`config.mk`:
```
export PLATFORM = sky130hd
export DESIGN_NAME = atce_queue
export DESIGN_NICKNAME = d
export VERILOG_FILES = /design/src/rtl/atce_pkg.sv /design/src/rtl/atce_queue.sv
export SDC_FILE = /design/constraint.sdc
export NUM_CORES = 1
export LEC_CHECK = 0
export ABC_AREA = 1
export BUFFER_PORTS_ARGS = -buffer_cell sky130_fd_sc_hd__clkbuf_2
export CORE_ASPECT_RATIO = 1.25
export CORE_UTILIZATION = 51
export CTS_CLUSTER_DIAMETER = 200
export CTS_CLUSTER_SIZE = 16
export DETAILED_ROUTE_END_ITERATION = 10
export PLACE_DENSITY = 0.78
export SLEW_MARGIN = 5
export SYNTH_ARGS = -nofsm -noshare
export SYNTH_HDL_FRONTEND = slang
export SYNTH_SLANG_ARGS = --single-unit
```
`constraint.sdc`:
```
create_clock -name clk -period 3.1 [get_ports clk]
set_clock_uncertainty 0.15 [all_clocks]
set_input_delay 0.465 -clock clk [delete_from_list [all_inputs] [get_ports clk]]
set_output_delay 0.465 -clock clk [all_outputs]
set_load 0.01 [all_outputs]
```
`src/rtl/atce_pkg.sv`:
```
// ----------------------------------------------------------------------------
// atce_pkg: shared types and constants for the ANSI text console engine
// Screen geometry, parser, command and executor types, and the ANSI-to-VGA color table.
// ----------------------------------------------------------------------------
package atce_pkg;

	localparam int Columns = 80;
	localparam int Rows = 25;
	localparam int CellCount = Columns * Rows;
	localparam int AddrW = 11;
	localparam int ColW = 7;
	localparam int RowW = 5;
	localparam int MaxParamChars = 3;
	localparam int TabSpaces = 4;
	localparam int QueueDepth = 2;

	localparam logic [7:0] ResetAttribute = 8'h07;
	localparam logic [7:0] ChEsc = 8'h1B;
	localparam logic [7:0] ChLf = 8'h0A;
	localparam logic [7:0] ChBs = 8'h08;
	localparam logic [7:0] ChTab = 8'h09;
	localparam logic [7:0] ChSpace = 8'h20;
	localparam logic [7:0] ChBracket = 8'h5B;
	localparam logic [7:0] ChH = 8'h48;
	localparam logic [7:0] ChJ = 8'h4A;
	localparam logic [7:0] ChM = 8'h6D;

	typedef enum logic [1:0] {
		PH_NORMAL,
		PH_ESCAPE,
		PH_CONTROL
	} phase_t;

	// Commands passed from the parser to the executor.
	typedef enum logic [2:0] {
		CMD_NONE,
		CMD_READ,
		CMD_PRINT,
		CMD_NEWLINE,
		CMD_BACKSPACE,
		CMD_HOME,
		CMD_CLEAR,
		CMD_COLOR
	} cmd_kind_t;

	typedef struct packed {
		cmd_kind_t kind;
		logic esc_first;
		logic [3:0] repeat_cnt;
		logic [7:0] ch;
		logic [9:0] code;
		logic [AddrW-1:0] addr;
	} cmd_t;

	typedef enum logic [2:0] {
		EX_IDLE,
		EX_WORK,
		EX_SCROLL_RD,
		EX_SCROLL_WR,
		EX_FILL,
		EX_READ,
		EX_DONE
	} ex_state_t;

	function automatic logic [3:0] color_map(input logic [2:0] idx, input logic bright);
		logic [3:0] v;
		unique case (idx)
			3'd0: v = 4'h0;
			3'd1: v = 4'h4;
			3'd2: v = 4'h2;
			3'd3: v = 4'h6;
			3'd4: v = 4'h1;
			3'd5: v = 4'h5;
			3'd6: v = 4'h3;
			default: v = 4'h7;
		endcase
		return {bright, v[2:0]};
	endfunction

endpackage

```
`src/rtl/atce_queue.sv`:
```
// ----------------------------------------------------------------------------
// atce_queue: command queue
// Short queue that decouples the parser from the executor.
// ----------------------------------------------------------------------------
module atce_queue (
	input logic clk,
	input logic arst_n,
	input logic wr_valid,
	output logic wr_stall,
	input atce_pkg::cmd_t wr_data,
	output logic rd_valid,
	input logic rd_take,
	output atce_pkg::cmd_t rd_data
);

	atce_pkg::cmd_t mem_q [atce_pkg::QueueDepth];
	logic wp_q, rp_q;
	logic [1:0] cnt_q;
	logic push, pop;

	assign wr_stall = (cnt_q == 2'(atce_pkg::QueueDepth));
	assign rd_valid = (cnt_q != 2'd0);
	assign rd_data = mem_q[rp_q];
	assign push = wr_valid && !wr_stall;
	assign pop = rd_take && rd_valid;

	always_ff @(posedge clk) begin
		if (push) mem_q[wp_q] <= wr_data;
	end

	always_ff @(posedge clk or negedge arst_n) begin
		if (!arst_n) begin
			wp_q <= 1'b0;
			rp_q <= 1'b0;
			cnt_q <= '0;
		end else begin
			if (push) wp_q <= ~wp_q;
			if (pop) rp_q <= ~rp_q;
			cnt_q <= cnt_q + 2'(push) - 2'(pop);
		end
	end

	assert property (@(posedge clk) disable iff (!arst_n) cnt_q <= 2'(atce_pkg::QueueDepth))
		else $error("queue count overflow");
	assert property (@(posedge clk) disable iff (!arst_n) (pop && !push) |=> cnt_q == $past(cnt_q) - 2'd1)
		else $error("queue pop miscount");
	assert property (@(posedge clk) disable iff (!arst_n) (push && !pop) |=> rd_valid)
		else $error("queue lost an entry");

endmodule

```
# Yosys cells after proc, flatten, opt, wreduce, memory -nomap -nowiden
# Memory sizes are Yosys's and may differ from the RTL's.
# Index checks and enable logic that the tools add are counted.
[totals]
ramBits = 74
reg_bits = 4
inputBits = 41
mem_bits_ro = 0
latch_bits = 0
output_inout_bits = 39
n_memories = 1
word_cells = 15
[mem_list]
columns = ["memory", "depth", "width", "rd", "rd_clocked_by_memory_dff", "write_ports", "line_no", "text"]
rows = [
  ["mem_q", 2, 37, 1, 0, 1, "atce_queue.sv:16", "atce_pkg::cmd_t mem_q [atce_pkg::QueueDepth];"],
]
[op_classes]
addsub = 2
mux = 2
n_mul = 0
n_lt_le_gt_ge = 0
shift = 0
div_mod_pow = 0
n_bitwise = 2
n_reduce_logical = 4
n_eq_ne = 1
[op_table]
columns = ["cell", "n"]
rows = [
  ["adder 2 x 1 -> 2 bit", 1],
  ["== test 2 bit (second input constant)", 1],
  ["logical AND 1 bit", 2],
  ["two-way mux 1 bit", 2],
  ["inverter 1 bit", 2],
  ["nonzero test 2 bit", 1],
  ["subtractor 2 x 1 -> 2 bit", 1],
  ["logical NOT 1 bit", 1],
]

# Depth between registers and ports, before layout
[logic_depth]
depth_word = 5
depth_mapped = 10
ltp_nobuf = 10

# Worst setup path before layout
# No wires, ideal clock.
[synth_path]
path_type = "reg-to-reg"
from = "register cnt_q[1]"
to = "memory mem_q[1][0] (netlist name), enable pin"
slack_ns = 0.401
t_required_ns = 2.519
path_buffers = 0
setup_time_ns = 0.431
arrival_time_ns = 2.118
path_stages_with_launch = 4
synth_period_minus_slack_ns = 2.699
path_cell_list = "dfrtp_1 nand2_1 nand2_1 nor2_1"
[synth_between]
elab_chain_cells = 5
[synth_lines]
columns = ["element", "line_no", "text"]
rows = [
  ["start: declaration", "atce_queue.sv:18", "logic [1:0] cnt_q;"],
  ["start signal: assignment", "atce_queue.sv:39", "cnt_q <= cnt_q + 2'(push) - 2'(pop);"],
  ["== test 2 bit", "atce_queue.sv:21", "assign wr_stall = (cnt_q == 2'(atce_pkg::QueueDepth));"],
  ["logical NOT 1 bit", "atce_queue.sv:24", "assign push = wr_valid && !wr_stall;"],
  ["logical AND 1 bit", "atce_queue.sv:24", ""],
  ["two-way mux 1 bit", "atce_queue.sv:28", "if (push) mem_q[wp_q] <= wr_data;"],
  ["two-way mux 1 bit (not written as such)", "atce_queue.sv:28", ""],
  ["end: declaration", "atce_queue.sv:16", ""],
]
# No other way between the ends.

==> impl_metrics.toml <==
[status]
outcome = "completed"

[synth]
avgSynthCellArea_um2 = 13.0
ys_seq_elements = 78
yosysMostFrequentCell = "nand2_1"
netlist_area_um2 = 2940
yosys.cell_types.count = 11
synthFlopType = "edfxtp_1"
synth_fp_nets = 269
yosys_warnings = 0
synth-edff-count = 74
synth-seq-area-share = 0.790
synth.area.top_cells = "edfxtp_1, nand2_1, dfrtp_1, buf_6, inv_1"
synth_top_area_frac = 0.756
syn_inst = 226
synth_commonest_cells = "nand2_1, edfxtp_1, inv_1, buf_6, dfrtp_1"
post-synth-top-area-cell = "edfxtp_1"
async_flop_share = 0.0513

[die]
die-area_um2 = 6070
std_cell_rows = 30
coreArea_um2 = 5480
ios = 80
die_x_um = 69.9
die_h_um = 86.9
start_util = 0.536

[place]
place.gp.congestion = 0.758
dp_hpwl_mm = 3.10
io_buffers = 79
dpl_cell_area_um2 = 3370

[final_layout]
multi_input_area_um2 = 517
antenna_cells = 0
drive_above_1_share = 0.302
nNetsFinal = 355
final_cell_area_um2 = 3550
syn_to_final_growth_pct = 20.9
ff_latch_area_um2 = 2320
fillers = 417

[route]
drt_iter0_drc = 65
wirelength_mm = 4.73
drt-vias-per-instance = 4.76
via_count = 1804
drt_pass1_iterations = 4
wl_per_cell_um = 12.5
route.detailed.drc = 0
drtAntennaViolNets = 0

[timing]
fmaxAchievable_mhz = 462
tightest_slew_ns = 0.626
min_period_ns = 2.16
setup_viol = 0
hold_viol = 0
slew_headroom = 0.582
fin_tns_setup_ns = 0
finalCritPeriodShare = 0.698
rsz0062_at_grt = "no"
finalMaxSlewViolations = 0

[grt]
track_usage = 0.169
antenna_found_initial = 0
grt_overflow = 0
grt_pass1_vias = 1706
grt_max_degree = 39
grt_pass1_wl_mm = 7.39

[hold_path]
hold_start = "wr_data[22]"
min_path_type = "input port to register"

[clocking]
cts_tree = "built"
clock-sinks = 78
clock_tree.buffer_depth = 2
cts_buffers = 9
cts_htree_levels = 3
clock_latency_ns = 0.34
root_buffer = "clkbuf_8"
clk_pin_slew_ns = 0.07

[critical_path]
path_max_fanout = 38
startpoint_type = "register"
r2r_setup_slack_ns = 1.40
worst-endpoint-arrival_ns = 1.55
slowest_stage = "inv_2"
crit_path_cell_trace = "inv_2 > nand2_1 > nand2_1 > clkbuf_2"
crit_type = "register to primary output"
cp_common_cell = "nand2_1"
cp-startpoint = "rp_q$_DFFE_PN0P_"
cp.required_ns = 2.48
r2r-start = "cnt_q[0]$_DFF_PN0_"
slowest_delay_ns = 0.47
endpoint_kind = "primary output"

[pwr]
p_leak_nw = 1.61
vdd_ir_drop_max_uv = 710
p_per_area_nw_per_um2 = 916

[flow_run]
maxCapViolCount = 0
[stage by stage]
step | std cells | worst slack, ns | power (mW) | utilization | hold slack (ns)
CTS | 379 | 0.866 | 3.29 | 0.649 | 0.144
global route | 379 | 0.786 | 3.46 | 0.649 | 0.146
detailed placement | 364 | 1.24 | 2.63 | 0.616 | 0.133
floorplan | 226 | 0.401 | 2.24 | - | 0.0194
global placement | 364 | 1.29 | 2.59 | 0.616 | 0.131
finish | 379 | 0.935 | 3.26 | 0.649 | 0.160
[cell type report]
| class | count | share of cell area |
|---|---|---|
| Sequential cell | 78 | 0.653 |
| Multi-Input combinational cell | 130 | 0.145 |
| Timing Repair Buffer | 83 | 0.120 |
| Clock buffer | 12 | 0.0380 |
| Tap cell | 64 | 0.0225 |
| Inverter | 10 | 0.0106 |
| Clock inverter | 2 | 0.00986 |
[final timing paths]
path / end / depth (start not counted)
setup / recovery: rd_data[5] / 4
hold / removal: mem_q[1][22]$_DFFE_PP_ / 1
setup reg to reg: mem_q[1][2]$_DFFE_PP_ / 5
hold reg to reg: wp_q$_DFFE_PN0N_ / 2
max in group asynchronous: rp_q$_DFFE_PN0P_ / 2
min in group asynchronous: cnt_q[1]$_DFF_PN0_ / 2
[critical path, delay by kind of cell, from the launching register on]
kind,cells,cell delay [ns]
AND/OR/NAND/NOR,2,0.22
buffers and inverters,2,0.60
flip-flops,1,0.39
[layer usage]
metal,vias to the layer above,share of wire,track usage
met3,11,0.066,0.0752
met1,824,0.38,0.174
met5,-,0,0
met2,52,0.54,0.289
met4,0,0.021,0.0873
li1,917,-,-
[logic make-up after synthesis]
kind of cell               Yosys count  share of synthesized area
buffers and inverters               18                     0.0366
adders and majority gates            2                    0.00851
DFF                                 78                      0.790
and+or+nand+nor                    128                      0.165
[sequential cells by signal (all words and copies together) (netlist names)]
signal  flops
wp_q        1
cnt_q       2
mem_q      74
rp_q        1
[power by group]
part,switching [mW],internal [mW],leakage (nW)
Sequential,0.0605,1.44,0.736
Clock,0.312,0.363,0.0863
Combinational,0.724,0.355,0.790
[placed cells by master (no fill, tap or decap)]
| master | n |
|---|---|
| clkbuf_8 | 9 |
| dlygate4sd3_1 | 1 |
| inv_1 | 9 |
| ha_1 | 2 |
| nor2_4 | 1 |
| inv_2 | 1 |
| dfrtp_1 | 4 |
| bufinv_16 | 1 |
| clkbuf_1 | 3 |
| nand2_1 | 124 |
| nand3_1 | 3 |
| clkinv_2 | 1 |
| clkbuf_2 | 79 |
| buf_4 | 3 |
| edfxtp_1 | 74 |
[timing repair]
action | 4_1_cts | 5_1_grt
setup buffers | 0 | 0
hold buffers | 1 | 0
gates resized for setup | 0 | 0
endpoints found under the hold margin | 4 | 0
(Power assumes the default switching activity.)
