## src/rtl/atce_pkg.sv

```systemverilog
// ----------------------------------------------------------------------------
// atce_pkg: shared types and constants for the ANSI text console engine
// Screen geometry, parser, command and executor types, and the ANSI-to-VGA color table.
// ----------------------------------------------------------------------------
package atce_pkg;

	localparam int Columns = 80;
	localparam int Rows = 25;
	localparam int CellCount = Columns * Rows;
	localparam int AddrW = 11;
	localparam int ColW = 7;
	localparam int RowW = 5;
	localparam int MaxParamChars = 3;
	localparam int TabSpaces = 4;
	localparam int QueueDepth = 2;

	localparam logic [7:0] ResetAttribute = 8'h07;
	localparam logic [7:0] ChEsc = 8'h1B;
	localparam logic [7:0] ChLf = 8'h0A;
	localparam logic [7:0] ChBs = 8'h08;
	localparam logic [7:0] ChTab = 8'h09;
	localparam logic [7:0] ChSpace = 8'h20;
	localparam logic [7:0] ChBracket = 8'h5B;
	localparam logic [7:0] ChH = 8'h48;
	localparam logic [7:0] ChJ = 8'h4A;
	localparam logic [7:0] ChM = 8'h6D;

	typedef enum logic [1:0] {
		PH_NORMAL,
		PH_ESCAPE,
		PH_CONTROL
	} phase_t;

	// Commands passed from the parser to the executor.
	typedef enum logic [2:0] {
		CMD_NONE,
		CMD_READ,
		CMD_PRINT,
		CMD_NEWLINE,
		CMD_BACKSPACE,
		CMD_HOME,
		CMD_CLEAR,
		CMD_COLOR
	} cmd_kind_t;

	typedef struct packed {
		cmd_kind_t kind;
		logic esc_first;
		logic [3:0] repeat_cnt;
		logic [7:0] ch;
		logic [9:0] code;
		logic [AddrW-1:0] addr;
	} cmd_t;

	typedef enum logic [2:0] {
		EX_IDLE,
		EX_WORK,
		EX_SCROLL_RD,
		EX_SCROLL_WR,
		EX_FILL,
		EX_READ,
		EX_DONE
	} ex_state_t;

	function automatic logic [3:0] color_map(input logic [2:0] idx, input logic bright);
		logic [3:0] v;
		unique case (idx)
			3'd0: v = 4'h0;
			3'd1: v = 4'h4;
			3'd2: v = 4'h2;
			3'd3: v = 4'h6;
			3'd4: v = 4'h1;
			3'd5: v = 4'h5;
			3'd6: v = 4'h3;
			default: v = 4'h7;
		endcase
		return {bright, v[2:0]};
	endfunction

endpackage

```

## src/rtl/atce_front.sv

```systemverilog
// ----------------------------------------------------------------------------
// atce_front: request parser
// Accepts requests, runs the escape-sequence parser and emits commands.
// ----------------------------------------------------------------------------
module atce_front (
	input logic clk,
	input logic arst_n,
	input logic in_valid,
	output logic in_stall,
	input logic req_type,
	input logic [7:0] char_byte,
	input logic [atce_pkg::AddrW-1:0] read_address,
	output logic cmd_valid,
	input logic cmd_stall,
	output atce_pkg::cmd_t cmd
);

	atce_pkg::phase_t phase_q, phase_d;
	logic [1:0] pcount_q, pcount_d;
	logic [9:0] pvalue_q, pvalue_d;
	logic ended_q, ended_d;
	logic is_digit;
	logic [13:0] prod;

	assign in_stall = cmd_stall;
	assign is_digit = (char_byte >= 8'h30) && (char_byte <= 8'h39);
	assign prod = pvalue_q * 4'd10 + {6'd0, char_byte[3:0]};

	always_comb begin
		phase_d = phase_q;
		pcount_d = pcount_q;
		pvalue_d = pvalue_q;
		ended_d = ended_q;
		cmd = '0;
		cmd.kind = atce_pkg::CMD_NONE;
		cmd.addr = read_address;
		cmd.ch = char_byte;
		cmd.code = pvalue_q;
		cmd.repeat_cnt = 4'd1;
		if (req_type) begin
			cmd.kind = atce_pkg::CMD_READ;
		end else begin
			unique case (phase_q)
				atce_pkg::PH_CONTROL: begin
					if (char_byte == atce_pkg::ChH && pcount_q == 2'd0) begin
						cmd.kind = atce_pkg::CMD_HOME;
						phase_d = atce_pkg::PH_NORMAL;
					end else if (char_byte == atce_pkg::ChJ && pcount_q == 2'd1 && !ended_q
							&& pvalue_q == 10'd2) begin
						cmd.kind = atce_pkg::CMD_CLEAR;
						phase_d = atce_pkg::PH_NORMAL;
					end else if (char_byte == atce_pkg::ChM) begin
						cmd.kind = atce_pkg::CMD_COLOR;
						phase_d = atce_pkg::PH_NORMAL;
					end else if (pcount_q < 2'(atce_pkg::MaxParamChars)) begin
						pcount_d = pcount_q + 2'd1;
						if (!ended_q && is_digit) pvalue_d = prod[9:0];
						else ended_d = 1'b1;
					end
				end
				default: begin
					if (phase_q == atce_pkg::PH_ESCAPE && char_byte == atce_pkg::ChBracket) begin
						phase_d = atce_pkg::PH_CONTROL;
						pcount_d = '0;
						pvalue_d = '0;
						ended_d = 1'b0;
					end else begin
						cmd.esc_first = (phase_q == atce_pkg::PH_ESCAPE);
						if (char_byte == atce_pkg::ChEsc) begin
							phase_d = atce_pkg::PH_ESCAPE;
						end else begin
							phase_d = atce_pkg::PH_NORMAL;
							if (char_byte == atce_pkg::ChLf) cmd.kind = atce_pkg::CMD_NEWLINE;
							else if (char_byte == atce_pkg::ChBs)
								cmd.kind = atce_pkg::CMD_BACKSPACE;
							else if (char_byte == atce_pkg::ChTab) begin
								cmd.kind = atce_pkg::CMD_PRINT;
								cmd.ch = atce_pkg::ChSpace;
								cmd.repeat_cnt = 4'(atce_pkg::TabSpaces);
							end else cmd.kind = atce_pkg::CMD_PRINT;
						end
					end
				end
			endcase
		end
	end

	// Every accepted request yields exactly one command, even if it does no work.
	assign cmd_valid = in_valid;

	always_ff @(posedge clk or negedge arst_n) begin
		if (!arst_n) begin
			phase_q <= atce_pkg::PH_NORMAL;
			pcount_q <= '0;
			pvalue_q <= '0;
			ended_q <= 1'b0;
		end else if (in_valid && !in_stall && !req_type) begin
			phase_q <= phase_d;
			pcount_q <= pcount_d;
			pvalue_q <= pvalue_d;
			ended_q <= ended_d;
		end
	end

endmodule

```

## config.mk

```make
export PLATFORM = sky130hd
export DESIGN_NAME = atce_front
export DESIGN_NICKNAME = d
export VERILOG_FILES = /design/src/rtl/atce_pkg.sv /design/src/rtl/atce_front.sv
export SDC_FILE = /design/constraint.sdc
export NUM_CORES = 1
export LEC_CHECK = 0
export ABC_CLOCK_PERIOD_IN_PS = 2700
export BUFFER_PORTS_ARGS = -buffer_cell sky130_fd_sc_hd__buf_2
export CAP_MARGIN = 20
export CORE_MARGIN = 2
export CORE_UTILIZATION = 45
export CTS_CLUSTER_SIZE = 10
export DETAILED_ROUTE_END_ITERATION = 8
export GPL_TIMING_DRIVEN = 0
export PLACE_DENSITY = 0.77
export SYNTH_ARGS = -nofsm -noshare
export SYNTH_HDL_FRONTEND = slang
export SYNTH_SLANG_ARGS = --single-unit
export TNS_END_PERCENT = 1
```

## constraint.sdc

```tcl
create_clock -name clk -period 2.7 [get_ports clk]
set_input_delay 0.135 -clock clk [delete_from_list [all_inputs] [get_ports clk]]
set_output_delay 0.135 -clock clk [all_outputs]
set_load 0.03 [all_outputs]
```

After elaboration in Yosys (flattened, before gate mapping)
Index checks and enable logic that the tools add are counted.
{"block": "totals", "reg_bits": 15, "out_inout_bits": 39, "wordCells": 89}
{"block": "classes", "reduce_logical": 18, "n_lt_le_gt_ge": 3, "multipliers": 1, "bitwise_logic": 1, "mux": 41, "eq_ne": 19, "add_sub_neg": 2}
{"cell": "$mux W10", "count": 7}
{"cell": "$mux W11", "count": 4}
{"cell": "$eq A8 B7 Y1 const B", "count": 4}
{"cell": "$mux W13", "count": 2}
{"cell": "$eq A8 B4 Y1 const B", "count": 3}
{"cell": "$mux W3", "count": 8}
{"cell": "$mux W2", "count": 11}
{"cell": "$mux W16", "count": 1}
{"cell": "$reduce_and A8 Y1", "count": 2}
{"cell": "$ne A2 B2 Y1 const B", "count": 6}
{"cell": "$add A10 B4 Y10", "count": 1}
{"cell": "$eq A10 B2 Y1 const B", "count": 1}
{"cell": "$mul A10 B3 Y9 const B", "count": 1}
{"cell": "$logic_and A1 B1 Y1", "count": 9}
{"cell": "$eq A8 B5 Y1 const B", "count": 1}
{"cell": "$ge A8 B6 Y1 const B", "count": 1}
{"cell": "$le A8 B6 Y1 const B", "count": 1}
{"cell": "$mux W1", "count": 8}
{"cell": "$reduce_and A7 Y1", "count": 1}
{"cell": "$eq A2 B1 Y1 const B", "count": 2}
{"cell": "$ne A4 B4 Y1 const B", "count": 1}
{"cell": "$logic_not A1 Y1", "count": 3}
{"cell": "$reduce_and A3 Y1", "count": 1}
{"cell": "$add A2 B1 Y2 const B", "count": 1}
{"cell": "5 further kinds", "count": 5}

Longest topological paths before layout
{"block": "logic_depth", "word_depth": 9, "ltp_mapped": 10}

Worst setup path before layout
No wires, ideal clock.
{"block": "synth_path", "kind": "reg2reg", "start": "register pvalue_q[3]", "end": "register pvalue_q[9]", "required_ps": 2620, "n_path_buf": 0, "path_stages_with_launch": 9, "period_less_slack_ps": 2734, "arrival_time_ps": 2654, "slack_ps": -34, "path_cell_list": "dfrtp_1 ha_1 ha_1 inv_1 fa_1 or3_1 nor3_1 xnor3_1 o22ai_2"}
{"block": "synth_via", "elab_chain_cells": 8}
{"element": "start: declaration", "line": "atce_front.sv:20", "source": "logic [9:0] pvalue_q, pvalue_d;"}
{"element": "start signal: assignment", "line": "atce_front.sv:100", "source": "pvalue_q <= pvalue_d;"}
{"element": "$mul A10 B3 Y9", "line": "atce_front.sv:27", "source": "assign prod = pvalue_q * 4'd10 + {6'd0, char_byte[3:0]};"}
{"element": "$add A10 B4 Y10", "line": "atce_front.sv:27"}
{"element": "$mux W10", "line": "atce_front.sv:57", "source": "if (!ended_q && is_digit) pvalue_d = prod[9:0];"}
{"element": "$mux W10", "line": "atce_front.sv:55", "source": "end else if (pcount_q < 2'(atce_pkg::MaxParamChars)) begin"}
{"element": "$mux W10", "line": "atce_front.sv:52", "source": "end else if (char_byte == atce_pkg::ChM) begin"}
{"element": "$mux W10", "line": "atce_front.sv:48", "source": "end else if (char_byte == atce_pkg::ChJ && pcount_q == 2'd1 && !ended_q"}
{"element": "$mux W10", "line": "atce_front.sv:45", "source": "if (char_byte == atce_pkg::ChH && pcount_q == 2'd0) begin"}
{"element": "$mux W10", "line": "atce_front.sv:43", "source": "unique case (phase_q)"}
Several ways; a longest one is shown, not always the timed one. The select of a mux whose other input is x is not followed.
A chain may end at the register's enable or synchronous reset.

Final worst setup path
{"block": "layout_path", "start": "register pvalue_q[1]", "end": "register pvalue_q[9]"}
The elaborated chain is that of the path after synthesis.

==> impl_metrics.env <==
export IMPL_status="complete, no violations"
export IMPL_drt_total_wl_mm=3.52
export IMPL_grt_max_degree=16
export IMPL_antenna_found_initial=0
export IMPL_post_route_util_pct=56.3
export IMPL_hold_start="char_byte[0]"
export IMPL_h_tree_depth=1
export IMPL_syn_avg_cell_area_um2=8.60
export IMPL_nets=291
export IMPL_area_growth_pct=23.1
export IMPL_synth_seq_cells=15
export IMPL_vias=1462
export IMPL_cap_violations=0
export IMPL_powerDensity_mw_per_mm2=300
export IMPL_finalPower_w=0.000610
export IMPL_port_buffers=49
export IMPL_fillers=347
export IMPL_cp_start_kind="flop"
export IMPL_netlist_area_mm2=0.00165
export IMPL_vdd_drop_max_mv=0.135
export IMPL_drive_gt1_share_pct=36.4
export IMPL_postCtsSetupRepairBufs=0
export IMPL_clk_path_buf_depth=2
export IMPL_worst_skew_pair_late_latency_ns=0.24
export IMPL_syn_inst=192
export IMPL_antenna_cells=0
export IMPL_crit_fanout=5
export IMPL_async_flop_share_pct=100
export IMPL_slew_viol_final=0
export IMPL_pin_count=63
export IMPL_coreArea_mm2=0.00361
export IMPL_initial_core_util_pct=45.8
export IMPL_grt_pass1_wl_mm=6.01
export IMPL_final_area_mm2=0.00203
export IMPL_hold_viol=0
export IMPL_dp_worst_setup_slack_ns=-0.0792
export IMPL_fin_skew_ns=0.00410
export IMPL_cts_sinks=15
export IMPL_dpl_hpwl_mm=2.86
export IMPL_cp_data_arrival_time_ns=2.75
export IMPL_ys_warn_count=0
export IMPL_cts_root_buffer="clkbuf_8"
export IMPL_reg2reg_from="pvalue_q[1]"
export IMPL_period_share_pct=95.8
export IMPL_hold_class="in -> reg"
export IMPL_die_h_um=64.6
export IMPL_dr_first_iter_drc_count=70
export IMPL_r2r_slack_ns=0.11
export IMPL_detail_route_wl_per_cell_um=11.9
export IMPL_drt_vias_per_instance=4.96
export IMPL_cts_buffers=3
export IMPL_synth_ff_type="dfrtp_1"
export IMPL_setup_ws_ns=0.113
export IMPL_setup_viol=0
export IMPL_power_leakage_nw=0.999
export IMPL_num_rows=22
export IMPL_place_gp_congestion=0.810
export IMPL_overflow=0
export IMPL_drc=0
export IMPL_dr_pass1_iters=4
export IMPL_ant_nets=0
export IMPL_clock_fmax_mhz=387
export IMPL_critPathKind="reg -> reg"
export IMPL_synth_edf_count=0
export IMPL_dpl_cell_area_mm2=0.00196
export IMPL_rr_worst_depth=8
export IMPL_endpoint_kind="flop"
export IMPL_die_area_mm2=0.00417
export IMPL_cts_tree="yes"
export IMPL_cp_required_ns=2.87
export IMPL_grt_util_all_layers_pct=18.0
export IMPL_min_period_ns=2.59
export IMPL_synth_distinct_cells=49
export IMPL_grt_pass1_vias=1375
export IMPL_path_clk_slew_ns=0.06
export IMPL_hold_depth=3
export IMPL_seq_area_frac_synth_pct=22.7
export IMPL_timing_rr_end="pvalue_q[9]"
export IMPL_die_w_um=64.6
export IMPL_min_to="pvalue_q[0]"
registers in the layout, indices dropped and copies added, names as in the netlist:
register and cells:
pcount_q 2, phase_q 2, pvalue_q 10, ended_q 1
worst max path at each step:
stage               depth (start not counted)   startpoint  slack, ns          end
floorplan                                   8  pvalue_q[1]       0.02  pvalue_q[9]
global placement                            8  pvalue_q[1]      -0.04  pvalue_q[9]
detailed placement                          9  pvalue_q[3]      -0.08  pvalue_q[9]
CTS                                         9  pvalue_q[3]       0.03  pvalue_q[9]
global route                                9  pvalue_q[3]     -0.004  pvalue_q[9]
finish                                      8  pvalue_q[1]       0.11  pvalue_q[9]
critical path, stage by stage (launching register included):
cell	delay, ns
dfrtp_2	0.45
ha_1	0.31
ha_1	0.22
inv_1	0.07
fa_1	0.46
or3_4	0.43
nor3_2	0.20
xnor3_1	0.26
o22ai_2	0.12
logic make-up after synthesis:
logic type | count (synthesis) | synth area share, %
AND/OR/NAND/NOR | 66 | 23.2
buffers and inverters | 41 | 13.3
AO/OA/AOI/OAI | 36 | 16.5
adder cells (fa/ha/maj) | 19 | 15.3
flip-flops | 15 | 22.7
XOR/XNOR | 12 | 7.20
multiplexers | 2 | 1.59
other | 1 | 0.227
area by class of cell:
type	instances	area, µm²	area share, %
Inverter	19	71.3	3.51
Clock buffer	4	45.0	2.22
Multi-Input combinational cell	137	1070	52.9
Tap cell	48	60.1	2.96
Buffer	22	148	7.27
Sequential cell	15	378	18.6
Timing Repair Buffer	50	255	12.6
through the flow:
step | setup TNS [ns] | hold WS, ns | std cells
6_report | 0 | 0.222 | 295
5_1_grt | -0.00420 | 0.233 | 295
4_1_cts | 0 | 0.216 | 295
3_5_place_dp | -0.0792 | 0.0615 | 290
3_3_place_gp | -0.0417 | 0.0616 | 290
2_1_floorplan | 0 | -0.161 | 193
routing by layer:
metal  wire (µm)  GRT usage [%]  up-vias  part of all wire (%)
met3         173           2.08        4                   4.9
met5           0              0        -                     0
met4          49           7.18        0                   1.4
li1            -              -      752                     -
met1        1670           23.6      660                    47
met2        1630           30.2       46                    46
synthesized netlist by cell type (3+ instances only):
library cell / instances / area (µm²)
xnor2_1: 8 / 70.1
a21oi_1: 7 / 35.0
nand3_1: 7 / 35.0
ha_1: 17 / 213
dfrtp_1: 15 / 375
and2_1: 4 / 25.0
o21ai_0: 5 / 25.0
buf_4: 15 / 113
nor4b_1: 3 / 26.3
nand2b_1: 6 / 37.5
xor2_1: 3 / 26.3
o21ai_1: 3 / 15.0
nor2_1: 10 / 37.5
inv_1: 19 / 71.3
o21ai_2: 7 / 61.3
nor3b_1: 3 / 22.5
clkbuf_1: 5 / 18.8
a21o_1: 3 / 22.5
nand2_1: 12 / 45.0
nor3_1: 3 / 15.0
cells in the final DEF (no fill, tap or decap), types with 3 or more instances in the layout:
cell type,netlist,layout
nand2_1,12,12
nand3_1,7,7
a21o_1,3,3
buf_2,1,50
xnor2_1,8,8
clkbuf_1,5,6
nor2_1,10,10
o21ai_2,7,7
clkbuf_8,0,3
nand2b_1,6,6
nor4b_1,3,3
xor2_1,3,3
and2_1,4,4
dfrtp_1,15,13
buf_4,15,15
inv_1,19,19
o21ai_1,3,3
o21ai_0,5,5
a21oi_1,7,7
ha_1,17,17
power breakdown:
part	leakage [nW]	internal (W)	switching [W]
combinational	0.816	0.0000786	0.000114
sequential	0.160	0.000231	0.00000790
clock	0.0228	0.000104	0.0000743
total	0.999	0.000414	0.000197
what timing repair did:
action                                  CTS  global route
resized for setup                         0             3
pin swaps                                 1             0
hold buffers                              1             0
endpoints found under the hold margin    15             0
endpoints found under the setup margin    1             2
No activity file was read; power rests on OpenSTA's default activity.
